$ cat src/hw/rtl/ghash_pkg.sv
// ----------------------------------------------------------------------------
// ghash_pkg
// Shared types and constants for the GHASH tag engine: block geometry, the
// GF(2^128) reduction polynomial, digit sizes, register indexes and states.
// ----------------------------------------------------------------------------
package ghash_pkg;

   // Block geometry
   localparam int unsigned BlockW      = 128;
   localparam int unsigned HalfW       = 64;
   localparam int unsigned ByteW       = 8;
   localparam int unsigned BlockBytes  = BlockW / ByteW;
   localparam logic [4:0]  BlockBytesV = 5'd16;

   // Digit-serial multiplier: one byte of the operand per cycle
   localparam int unsigned DigitW      = 8;
   localparam int unsigned DigitCount  = BlockW / DigitW;
   localparam int unsigned DigitCntW   = $clog2(DigitCount);

   // Reflected reduction polynomial, 0xE1 in the top byte
   localparam logic [BlockW-1:0] RedPoly = {8'hE1, 120'd0};

   // Register file
   localparam int unsigned CsrIndexW = 4;
   localparam logic [CsrIndexW-1:0] CSR_KEY_HI  = 4'd0;
   localparam logic [CsrIndexW-1:0] CSR_KEY_LO  = 4'd1;
   localparam logic [CsrIndexW-1:0] CSR_MASK_HI = 4'd2;
   localparam logic [CsrIndexW-1:0] CSR_MASK_LO = 4'd3;

   // Sequencer states
   typedef enum logic [1:0] {
      ST_IDLE,
      ST_HASH,
      ST_LEN,
      ST_EMIT
   } state_type;

   // Multiplier status towards the sequencer
   typedef struct packed {
      logic busy;
      logic done;
   } mul_stat_type;

endpackage

$ cat src/hw/rtl/ghash_digit_mul.sv
// ----------------------------------------------------------------------------
// ghash_digit_mul
// Digit-serial GF(2^128) multiplier. The operand shifts out one byte per
// cycle, most significant bit first; each cycle performs eight conditional
// accumulate and reduce steps.
// ----------------------------------------------------------------------------
module ghash_digit_mul
   import ghash_pkg::*;
(
   input  logic              clock,
   input  logic              reset,
   input  logic              start,
   input  logic [BlockW-1:0] operand,
   input  logic [BlockW-1:0] key,
   output mul_stat_type      stat,
   output logic [BlockW-1:0] product
);

   logic [BlockW-1:0]    x_ff, x_in;
   logic [BlockW-1:0]    v_ff, v_in;
   logic [BlockW-1:0]    z_ff, z_in;
   logic [DigitCntW-1:0] cnt_ff, cnt_in;
   logic                 run_ff, run_in;
   logic [BlockW-1:0]    z_step, v_step;
   logic                 last_digit;

   // Process one digit: eight accumulate and reduce steps
   always_comb begin
      logic [BlockW-1:0] z;
      logic [BlockW-1:0] v;
      logic              carry;
      z = z_ff;
      v = v_ff;
      for (int k = 0; k < DigitW; k++) begin
         if (x_ff[BlockW-1-k]) begin
            z = z ^ v;
         end
         carry = v[0];
         v     = v >> 1;
         if (carry) begin
            v = v ^ RedPoly;
         end
      end
      z_step = z;
      v_step = v;
   end

   assign last_digit = (cnt_ff == DigitCntW'(DigitCount - 1));

   // Load on start, advance one digit per cycle while running
   always_comb begin
      x_in   = x_ff;
      v_in   = v_ff;
      z_in   = z_ff;
      cnt_in = cnt_ff;
      run_in = run_ff;
      if (start) begin
         x_in   = operand;
         v_in   = key;
         z_in   = '0;
         cnt_in = '0;
         run_in = 1'b1;
      end else if (run_ff) begin
         x_in   = x_ff << DigitW;
         v_in   = v_step;
         z_in   = z_step;
         cnt_in = cnt_ff + 1'b1;
         if (last_digit) begin
            run_in = 1'b0;
         end
      end
   end

   always_ff @(posedge clock) begin
      if (reset) begin
         run_ff <= 1'b0;
         cnt_ff <= '0;
      end else begin
         run_ff <= run_in;
         cnt_ff <= cnt_in;
      end
   end

   always_ff @(posedge clock) begin
      x_ff <= x_in;
      v_ff <= v_in;
      z_ff <= z_in;
   end

   // Product is ready in the cycle of the last digit
   assign stat.busy = run_ff;
   assign stat.done = run_ff && last_digit;
   assign product   = z_step;

endmodule

$ cat src/hw/rtl/ghash_tag_engine_unit.sv
// ----------------------------------------------------------------------------
// ghash_tag_engine_unit
// GCM GHASH tag engine. The req channel carries 16-byte blocks tagged AAD or
// ciphertext with a count of valid leading bytes, plus a finish flag; the rsp
// channel carries the 128-bit tag. H and E(K,Y0) are written over csr, and
// the user must do so only while the engine is idle, unchecked by the block.
// A block with data is accepted in idle and then runs through the byte-serial
// GF(2^128) multiplier. A finishing block adds a pass for the length block
// and a step that loads the tag into the output register; an empty block
// without finish is absorbed in idle. The multiplier sets the rate:
// one item is in flight at a time and req_stall stays high while it runs.
// The tag register holds while rsp_stall is high; the next block is still
// accepted, and a later finish waits only if the tag is still untaken.
// Reset clears the accumulator, byte counters, registers and rsp_valid.
// ----------------------------------------------------------------------------
module ghash_tag_engine_unit
   import ghash_pkg::*;
#(
   parameter int unsigned COUNT_BITS = 32
)(
   input  logic                 clock,
   input  logic                 reset,
   // input blocks
   input  logic                 req_valid,
   output logic                 req_stall,
   input  logic                 req_block_kind,
   input  logic [4:0]           req_valid_bytes,
   input  logic [HalfW-1:0]     req_block_hi,
   input  logic [HalfW-1:0]     req_block_lo,
   input  logic                 req_finish,
   // tag output
   output logic                 rsp_valid,
   input  logic                 rsp_stall,
   output logic [HalfW-1:0]     rsp_tag_hi,
   output logic [HalfW-1:0]     rsp_tag_lo,
   // register writes
   input  logic                 csr_write,
   input  logic [CsrIndexW-1:0] csr_index,
   input  logic [HalfW-1:0]     csr_wdata
);

   state_type              state_ff, state_in;
   logic [BlockW-1:0]      acc_ff, acc_in;
   logic [COUNT_BITS-1:0]  aad_cnt_ff, aad_cnt_in;
   logic [COUNT_BITS-1:0]  text_cnt_ff, text_cnt_in;
   logic                   fin_ff, fin_in;
   logic [HalfW-1:0]       key_hi_ff, key_lo_ff, mask_hi_ff, mask_lo_ff;
   logic                   rsp_valid_ff, rsp_valid_in;
   logic [BlockW-1:0]      rsp_tag_ff, rsp_tag_in;

   logic                   mul_start;
   logic [BlockW-1:0]      mul_operand;
   logic [BlockW-1:0]      mul_product;
   mul_stat_type           mul_stat;

   logic                   req_transfer;
   logic                   out_free;
   logic [4:0]             vb_clip;
   logic [BlockW-1:0]      byte_mask;
   logic [BlockW-1:0]      len_block;
   logic [COUNT_BITS:0]    add_sum;

   // Register writes
   always_ff @(posedge clock) begin
      if (reset) begin
         key_hi_ff  <= '0;
         key_lo_ff  <= '0;
         mask_hi_ff <= '0;
         mask_lo_ff <= '0;
      end else if (csr_write) begin
         case (csr_index)
            CSR_KEY_HI:  key_hi_ff  <= csr_wdata;
            CSR_KEY_LO:  key_lo_ff  <= csr_wdata;
            CSR_MASK_HI: mask_hi_ff <= csr_wdata;
            CSR_MASK_LO: mask_lo_ff <= csr_wdata;
            default: ;
         endcase
      end
   end

   // Clip the byte count and build the byte keep mask
   assign vb_clip = (req_valid_bytes > BlockBytesV) ? BlockBytesV : req_valid_bytes;

   always_comb begin
      byte_mask = '0;
      for (int j = 0; j < BlockBytes; j++) begin
         byte_mask[BlockW-1-ByteW*j -: ByteW] = (vb_clip > 5'(j)) ? 8'hFF : 8'h00;
      end
   end

   // Length block: bit counts, one 64-bit half each
   assign len_block = {HalfW'({aad_cnt_ff, 3'b000}), HalfW'({text_cnt_ff, 3'b000})};

   // Saturating byte count for the accepted block
   assign add_sum = {1'b0, (req_block_kind ? text_cnt_ff : aad_cnt_ff)}
                    + (COUNT_BITS+1)'(vb_clip);

   assign req_transfer = req_valid && !req_stall;
   assign out_free     = !rsp_valid_ff || !rsp_stall;

   // Sequencer
   always_comb begin
      state_in     = state_ff;
      acc_in       = acc_ff;
      aad_cnt_in   = aad_cnt_ff;
      text_cnt_in  = text_cnt_ff;
      fin_in       = fin_ff;
      rsp_tag_in   = rsp_tag_ff;
      rsp_valid_in = rsp_valid_ff && rsp_stall;
      mul_start    = 1'b0;
      mul_operand  = acc_ff ^ len_block;
      req_stall    = 1'b1;
      case (state_ff)
         ST_IDLE: begin
            req_stall = 1'b0;
            if (req_valid) begin
               fin_in = req_finish;
               if (vb_clip != 5'd0) begin
                  mul_start   = 1'b1;
                  mul_operand = acc_ff ^ ({req_block_hi, req_block_lo} & byte_mask);
                  state_in    = ST_HASH;
                  if (req_block_kind) begin
                     text_cnt_in = add_sum[COUNT_BITS] ? '1 : add_sum[COUNT_BITS-1:0];
                  end else begin
                     aad_cnt_in = add_sum[COUNT_BITS] ? '1 : add_sum[COUNT_BITS-1:0];
                  end
               end else if (req_finish) begin
                  mul_start = 1'b1;
                  state_in  = ST_LEN;
               end
            end
         end
         ST_HASH: begin
            if (mul_stat.done) begin
               if (fin_ff) begin
                  mul_start   = 1'b1;
                  mul_operand = mul_product ^ len_block;
                  state_in    = ST_LEN;
               end else begin
                  acc_in   = mul_product;
                  state_in = ST_IDLE;
               end
            end
         end
         ST_LEN: begin
            if (mul_stat.done) begin
               acc_in   = mul_product;
               state_in = ST_EMIT;
            end
         end
         ST_EMIT: begin
            // load the tag once the output register is free, then clear
            if (out_free) begin
               rsp_tag_in   = acc_ff ^ {mask_hi_ff, mask_lo_ff};
               rsp_valid_in = 1'b1;
               acc_in       = '0;
               aad_cnt_in   = '0;
               text_cnt_in  = '0;
               state_in     = ST_IDLE;
            end
         end
         default: begin
            state_in = ST_IDLE;
         end
      endcase
   end

   always_ff @(posedge clock) begin
      if (reset) begin
         state_ff     <= ST_IDLE;
         acc_ff       <= '0;
         aad_cnt_ff   <= '0;
         text_cnt_ff  <= '0;
         fin_ff       <= 1'b0;
         rsp_valid_ff <= 1'b0;
      end else begin
         state_ff     <= state_in;
         acc_ff       <= acc_in;
         aad_cnt_ff   <= aad_cnt_in;
         text_cnt_ff  <= text_cnt_in;
         fin_ff       <= fin_in;
         rsp_valid_ff <= rsp_valid_in;
      end
   end

   always_ff @(posedge clock) begin
      rsp_tag_ff <= rsp_tag_in;
   end

   ghash_digit_mul u_mul (
      .clock   (clock),
      .reset   (reset),
      .start   (mul_start),
      .operand (mul_operand),
      .key     ({key_hi_ff, key_lo_ff}),
      .stat    (mul_stat),
      .product (mul_product)
   );

   assign rsp_valid  = rsp_valid_ff;
   assign rsp_tag_hi = rsp_tag_ff[BlockW-1:HalfW];
   assign rsp_tag_lo = rsp_tag_ff[HalfW-1:0];

`ifndef SYNTHESIS
   // multiplier only runs for a block or the length fold
   a_mul_owned: assert property (@(posedge clock) disable iff (reset)
      mul_stat.busy |-> (state_ff == ST_HASH || state_ff == ST_LEN))
      else $error("multiplier busy outside a hash state");

   // idle engine never has a product pending
   a_idle_quiet: assert property (@(posedge clock) disable iff (reset)
      (state_ff == ST_IDLE) |-> !mul_stat.busy)
      else $error("multiplier busy while idle");

   // a free output register takes the tag and the state is cleared
   a_emit_clears: assert property (@(posedge clock) disable iff (reset)
      (state_ff == ST_EMIT && !rsp_valid_ff) |=>
         (rsp_valid_ff && acc_ff == '0 && aad_cnt_ff == '0 && text_cnt_ff == '0))
      else $error("tag not emitted or state not cleared");

   // an empty block without finish leaves the accumulator alone
   a_empty_block: assert property (@(posedge clock) disable iff (reset)
      (req_transfer && req_valid_bytes == 5'd0 && !req_finish) |=>
         (state_ff == ST_IDLE && $stable(acc_ff)))
      else $error("empty block disturbed the accumulator");
`endif

endmodule
$ cat config.mk
export PLATFORM = sky130hd
export DESIGN_NAME = ghash_tag_engine_unit
export DESIGN_NICKNAME = d
export VERILOG_FILES = /design/src/hw/rtl/ghash_pkg.sv /design/src/hw/rtl/ghash_digit_mul.sv /design/src/hw/rtl/ghash_tag_engine_unit.sv
export SDC_FILE = /design/constraint.sdc
export NUM_CORES = 2
export LEC_CHECK = 0
export ABC_AREA = 1
export BUFFER_PORTS_ARGS = -buffer_cell sky130_fd_sc_hd__buf_2
export CAP_MARGIN = 0
export CORE_ASPECT_RATIO = 0.5
export CORE_MARGIN = 5
export CORE_UTILIZATION = 50
export CTS_CLUSTER_SIZE = 40
export DETAILED_ROUTE_END_ITERATION = 12
export MAX_ROUTING_LAYER = met4
export PLACE_DENSITY = 0.66
export SETUP_SLACK_MARGIN = 0.3
export SLEW_MARGIN = 10
export SYNTH_ARGS = -nofsm -noshare
export SYNTH_HDL_FRONTEND = slang
export SYNTH_SLANG_ARGS = --single-unit
$ cat constraint.sdc
create_clock -name clock -period 7.82 [get_ports clock]
set_input_delay 0.391 -clock clock [delete_from_list [all_inputs] [get_ports clock]]
set_output_delay 0.391 -clock clock [all_outputs]
set_load 0.03 [all_outputs]
==> impl_metrics.tcl <==
set metrics [dict create \
    cap_violations 0 \
    r2r_setup_slack_ns 2.08 \
    post_cts_buffers 0 \
    ys_top_cells_by_count "nand2_1, inv_1, nand3_1" \
    clockBufferDepth 3 \
    cp.arrival_ns 6.22 \
    num_rows 91 \
    async_reset_ff_frac 0 \
    grt_pass1_wl_um 355000 \
    synth_compound_area_frac 0.122 \
    slowest_delay_ns 0.72 \
    p_per_area_nw_per_um2 486 \
    path_max_fanout 78 \
    fmax_mhz 174 \
    num_vias 62178 \
    synthAdderAreaFrac 0.00151 \
    critPathSlowestCell "buf_4" \
    synth_top_family_by_area "simple AND/OR/NAND/NOR gates" \
    grt-ovfl-total 0 \
    cts_tree "yes" \
    yosys.area_share.xor_xnor 0.119 \
    firstDrtPassIters 7 \
    crit_end "u_mul.x_ff[52]" \
    final_max_slew_viol_count 0 \
    rr_endpoint "u_mul.x_ff[52]" \
    max_slew_margin 0.205 \
    finalCritPeriodShare 0.734 \
    syn-instance-count 9361 \
    drt-initial-drc-count 7345 \
    drive_gt1_frac 0.0691 \
    synth_fp_nets 9576 \
    rsz0062_at_grt "false" \
    leakagePower_uw 0.0309 \
    synth_area_leaders "nand2_1, dfxtp_1, edfxtp_1, xor2_1, nand3_1" \
    vias_per_cell 5.63 \
    critPathKind "register to register" \
    total_power_uw 33100 \
    synth_top_area_cell "nand2_1" \
    antenna_found_initial 8 \
    htreeDepth 3 \
    ys_seq_area_frac 0.370 \
    setup_violations 0 \
    antenna_left 0 \
    synth_top_area_frac 0.191 \
    status "finished, final reports clean" \
    die_x_um 511 \
    peakVddDrop_v 0.000364 \
    start_util 0.506 \
    ff2ff_path_depth 13 \
    clk_pin_slew_ns 0.07 \
    grt_pass1_vias 55018 \
    cts-root-buf "clkbuf_16" \
    routedWlPerCell_um 21.9 \
    finalHoldViolCount 0 \
    avgSynthCellArea_um2 6.71 \
    io_pins 338 \
    worstMarginPinSlew_ns 1.19 \
    synth_cell_types 48 \
    dpl_cell_area_um2 64900 \
    cts_made_buffers 93 \
    die_h_um 261 \
    cp_data_required_time_ns 8.29 \
    synthMuxAreaShare 0 \
    fin_nets 9499 \
    dp_hpwl_um 165000 \
    io_buffers 337 \
    fin_setup_tns_ns 0 \
    crit_start "state_ff[1]" \
    synth_edf_count 384 \
    track_usage 0.359 \
    synthSimpleGateAreaFrac 0.292 \
    drc 0 \
    grt_start_max_net_pins 183 \
    clkLatencyLatePin_ns 0.73 \
    finalCriticalPeriod_ns 5.74 \
    core_um2 124000 \
    startpoint_type "register" \
    nFillCells 12077 \
    skew_ns 0.0284 \
    hold_class "primary input to register" \
    end_kind "register" \
    path_cells "nor2_4, inv_2, nor2_4, buf_4, inv_2, a21oi_1, nor2_4, buf_4, inv_6, buf_4, o21ai_0, inv_1, a21oi_1" \
    fin_area_um2 68200 \
    die_area_um2 133000 \
    synth-seq-cells 969 \
    hold_start "csr_wdata[1]" \
    synth.most_common_cell "nand2_1" \
    reg2reg_from "state_ff[1]" \
    whs_ns 0.0284 \
    synth-main-ff-cell "dfxtp_1" \
    hold_depth 3 \
    yosysWarnings 0 \
    wl_um 242000 \
    clock_sinks 969 \
    areaGrowthSynthToFinish_pct 8.62 \
    syn_area_um2 62800 \
    gp_congestion 0.996 \
]
==> report_power, final <==
part | total [uW] | leakage, uW | internal, uW | switching [uW]
clock network | 4880 | 0.00156 | 2660 | 2220
logic | 19000 | 0.0208 | 5950 | 13100
registers | 9230 | 0.00849 | 6830 | 2400
==> per-layer routing <==
metal	track usage	part of all wire	up-vias
met2	0.527	0.42	3257
li1	-	-	29535
met4	0.166	0.054	0
met3	0.0666	0.11	544
met5	-	0	-
met1	0.482	0.41	28842
==> stage by stage <==
| stage | cells | worst slack, ns | utilization |
|---|---|---|---|
| after floorplan | 9361 | 0.913 | - |
| after global placement | 10848 | 2.48 | 0.523 |
| after detailed placement | 10848 | 2.35 | 0.523 |
| after CTS | 11038 | 2.31 | 0.550 |
| after global routing | 11041 | 1.92 | 0.550 |
| final | 11042 | 2.08 | 0.550 |
==> critical path: cells and delay by family, from the launching register on <==
family,cells,cell delay (ns)
buf+inv,7,3.31
flops,1,0.39
compound gates,3,0.71
simple gates,3,0.93
==> cell usage in the layout (no fill, tap or decap), drive strengths merged, types with 4 or more instances in the layout <==
cell type,netlist,layout
clkinvlp,0,4
nand2b,4,4
o21bai,4,4
ha,6,6
nand3b,19,19
or2,33,33
o22ai,8,8
buf,211,397
dlygate4sd3,0,15
clkbuf,373,132
a31oi,22,22
nand4,37,37
nand3,805,805
o21ai,717,717
nor2,400,400
nor3,10,10
diode,0,4
clkinv,2,28
dfxtp,585,585
bufinv,0,5
xor2,507,507
edfxtp,384,384
nand2,3197,3197
xnor2,349,349
inv,940,948
a21oi,727,727
==> logic make-up (layout without fill, tap and decap cells) <==
logic type,count (synthesis),in the layout
and+or+nand+nor,4509,4509
buffers and inverters,1526,1529
AOI/OAI and AO/OA,1494,1494
DFF,969,969
xor gates and xnor gates,856,856
adders and majority gates,7,7
other,0,4
==> layout make-up <==
type	count	area [um2]	area share
timing repair buffer	412	2460	0.0361
multi-input combinational	6866	33700	0.493
tap	1674	2090	0.0307
clock inverter	43	400	0.00587
antenna	4	10.0	0.000147
sequential	969	23200	0.341
clock buffer	132	2770	0.0407
inverter	942	3550	0.0521
==> state kept, by name, indices dropped and copies added (netlist names) <==
register	count
aad_cnt_ff	32
acc_ff	128
fin_ff	1
key_hi_ff	64
key_lo_ff	64
mask_hi_ff	64
mask_lo_ff	64
rsp_tag_ff	128
rsp_valid	1
state_ff	2
text_cnt_ff	32
u_mul.cnt_ff	4
u_mul.run_ff	1
u_mul.v_ff	128
u_mul.x_ff	128
u_mul.z_ff	128
==> worst min-delay path by stage <==
stage | slack [ns] | end
floorplan | 0.42 | key_hi_ff[54]
global placement | 0.44 | key_hi_ff[21]
detailed placement | 0.44 | key_hi_ff[42]
CTS | 0.0001 | mask_hi_ff[21]
global route | 0.03 | mask_hi_ff[1]
finish | 0.03 | mask_hi_ff[1]
==> timing repair <==
item	4_1_cts	5_1_grt
hold buffers	15	0
gates resized for setup	0	0
endpoints found under the hold margin	24	0
Power figures use the tool's default switching activity.
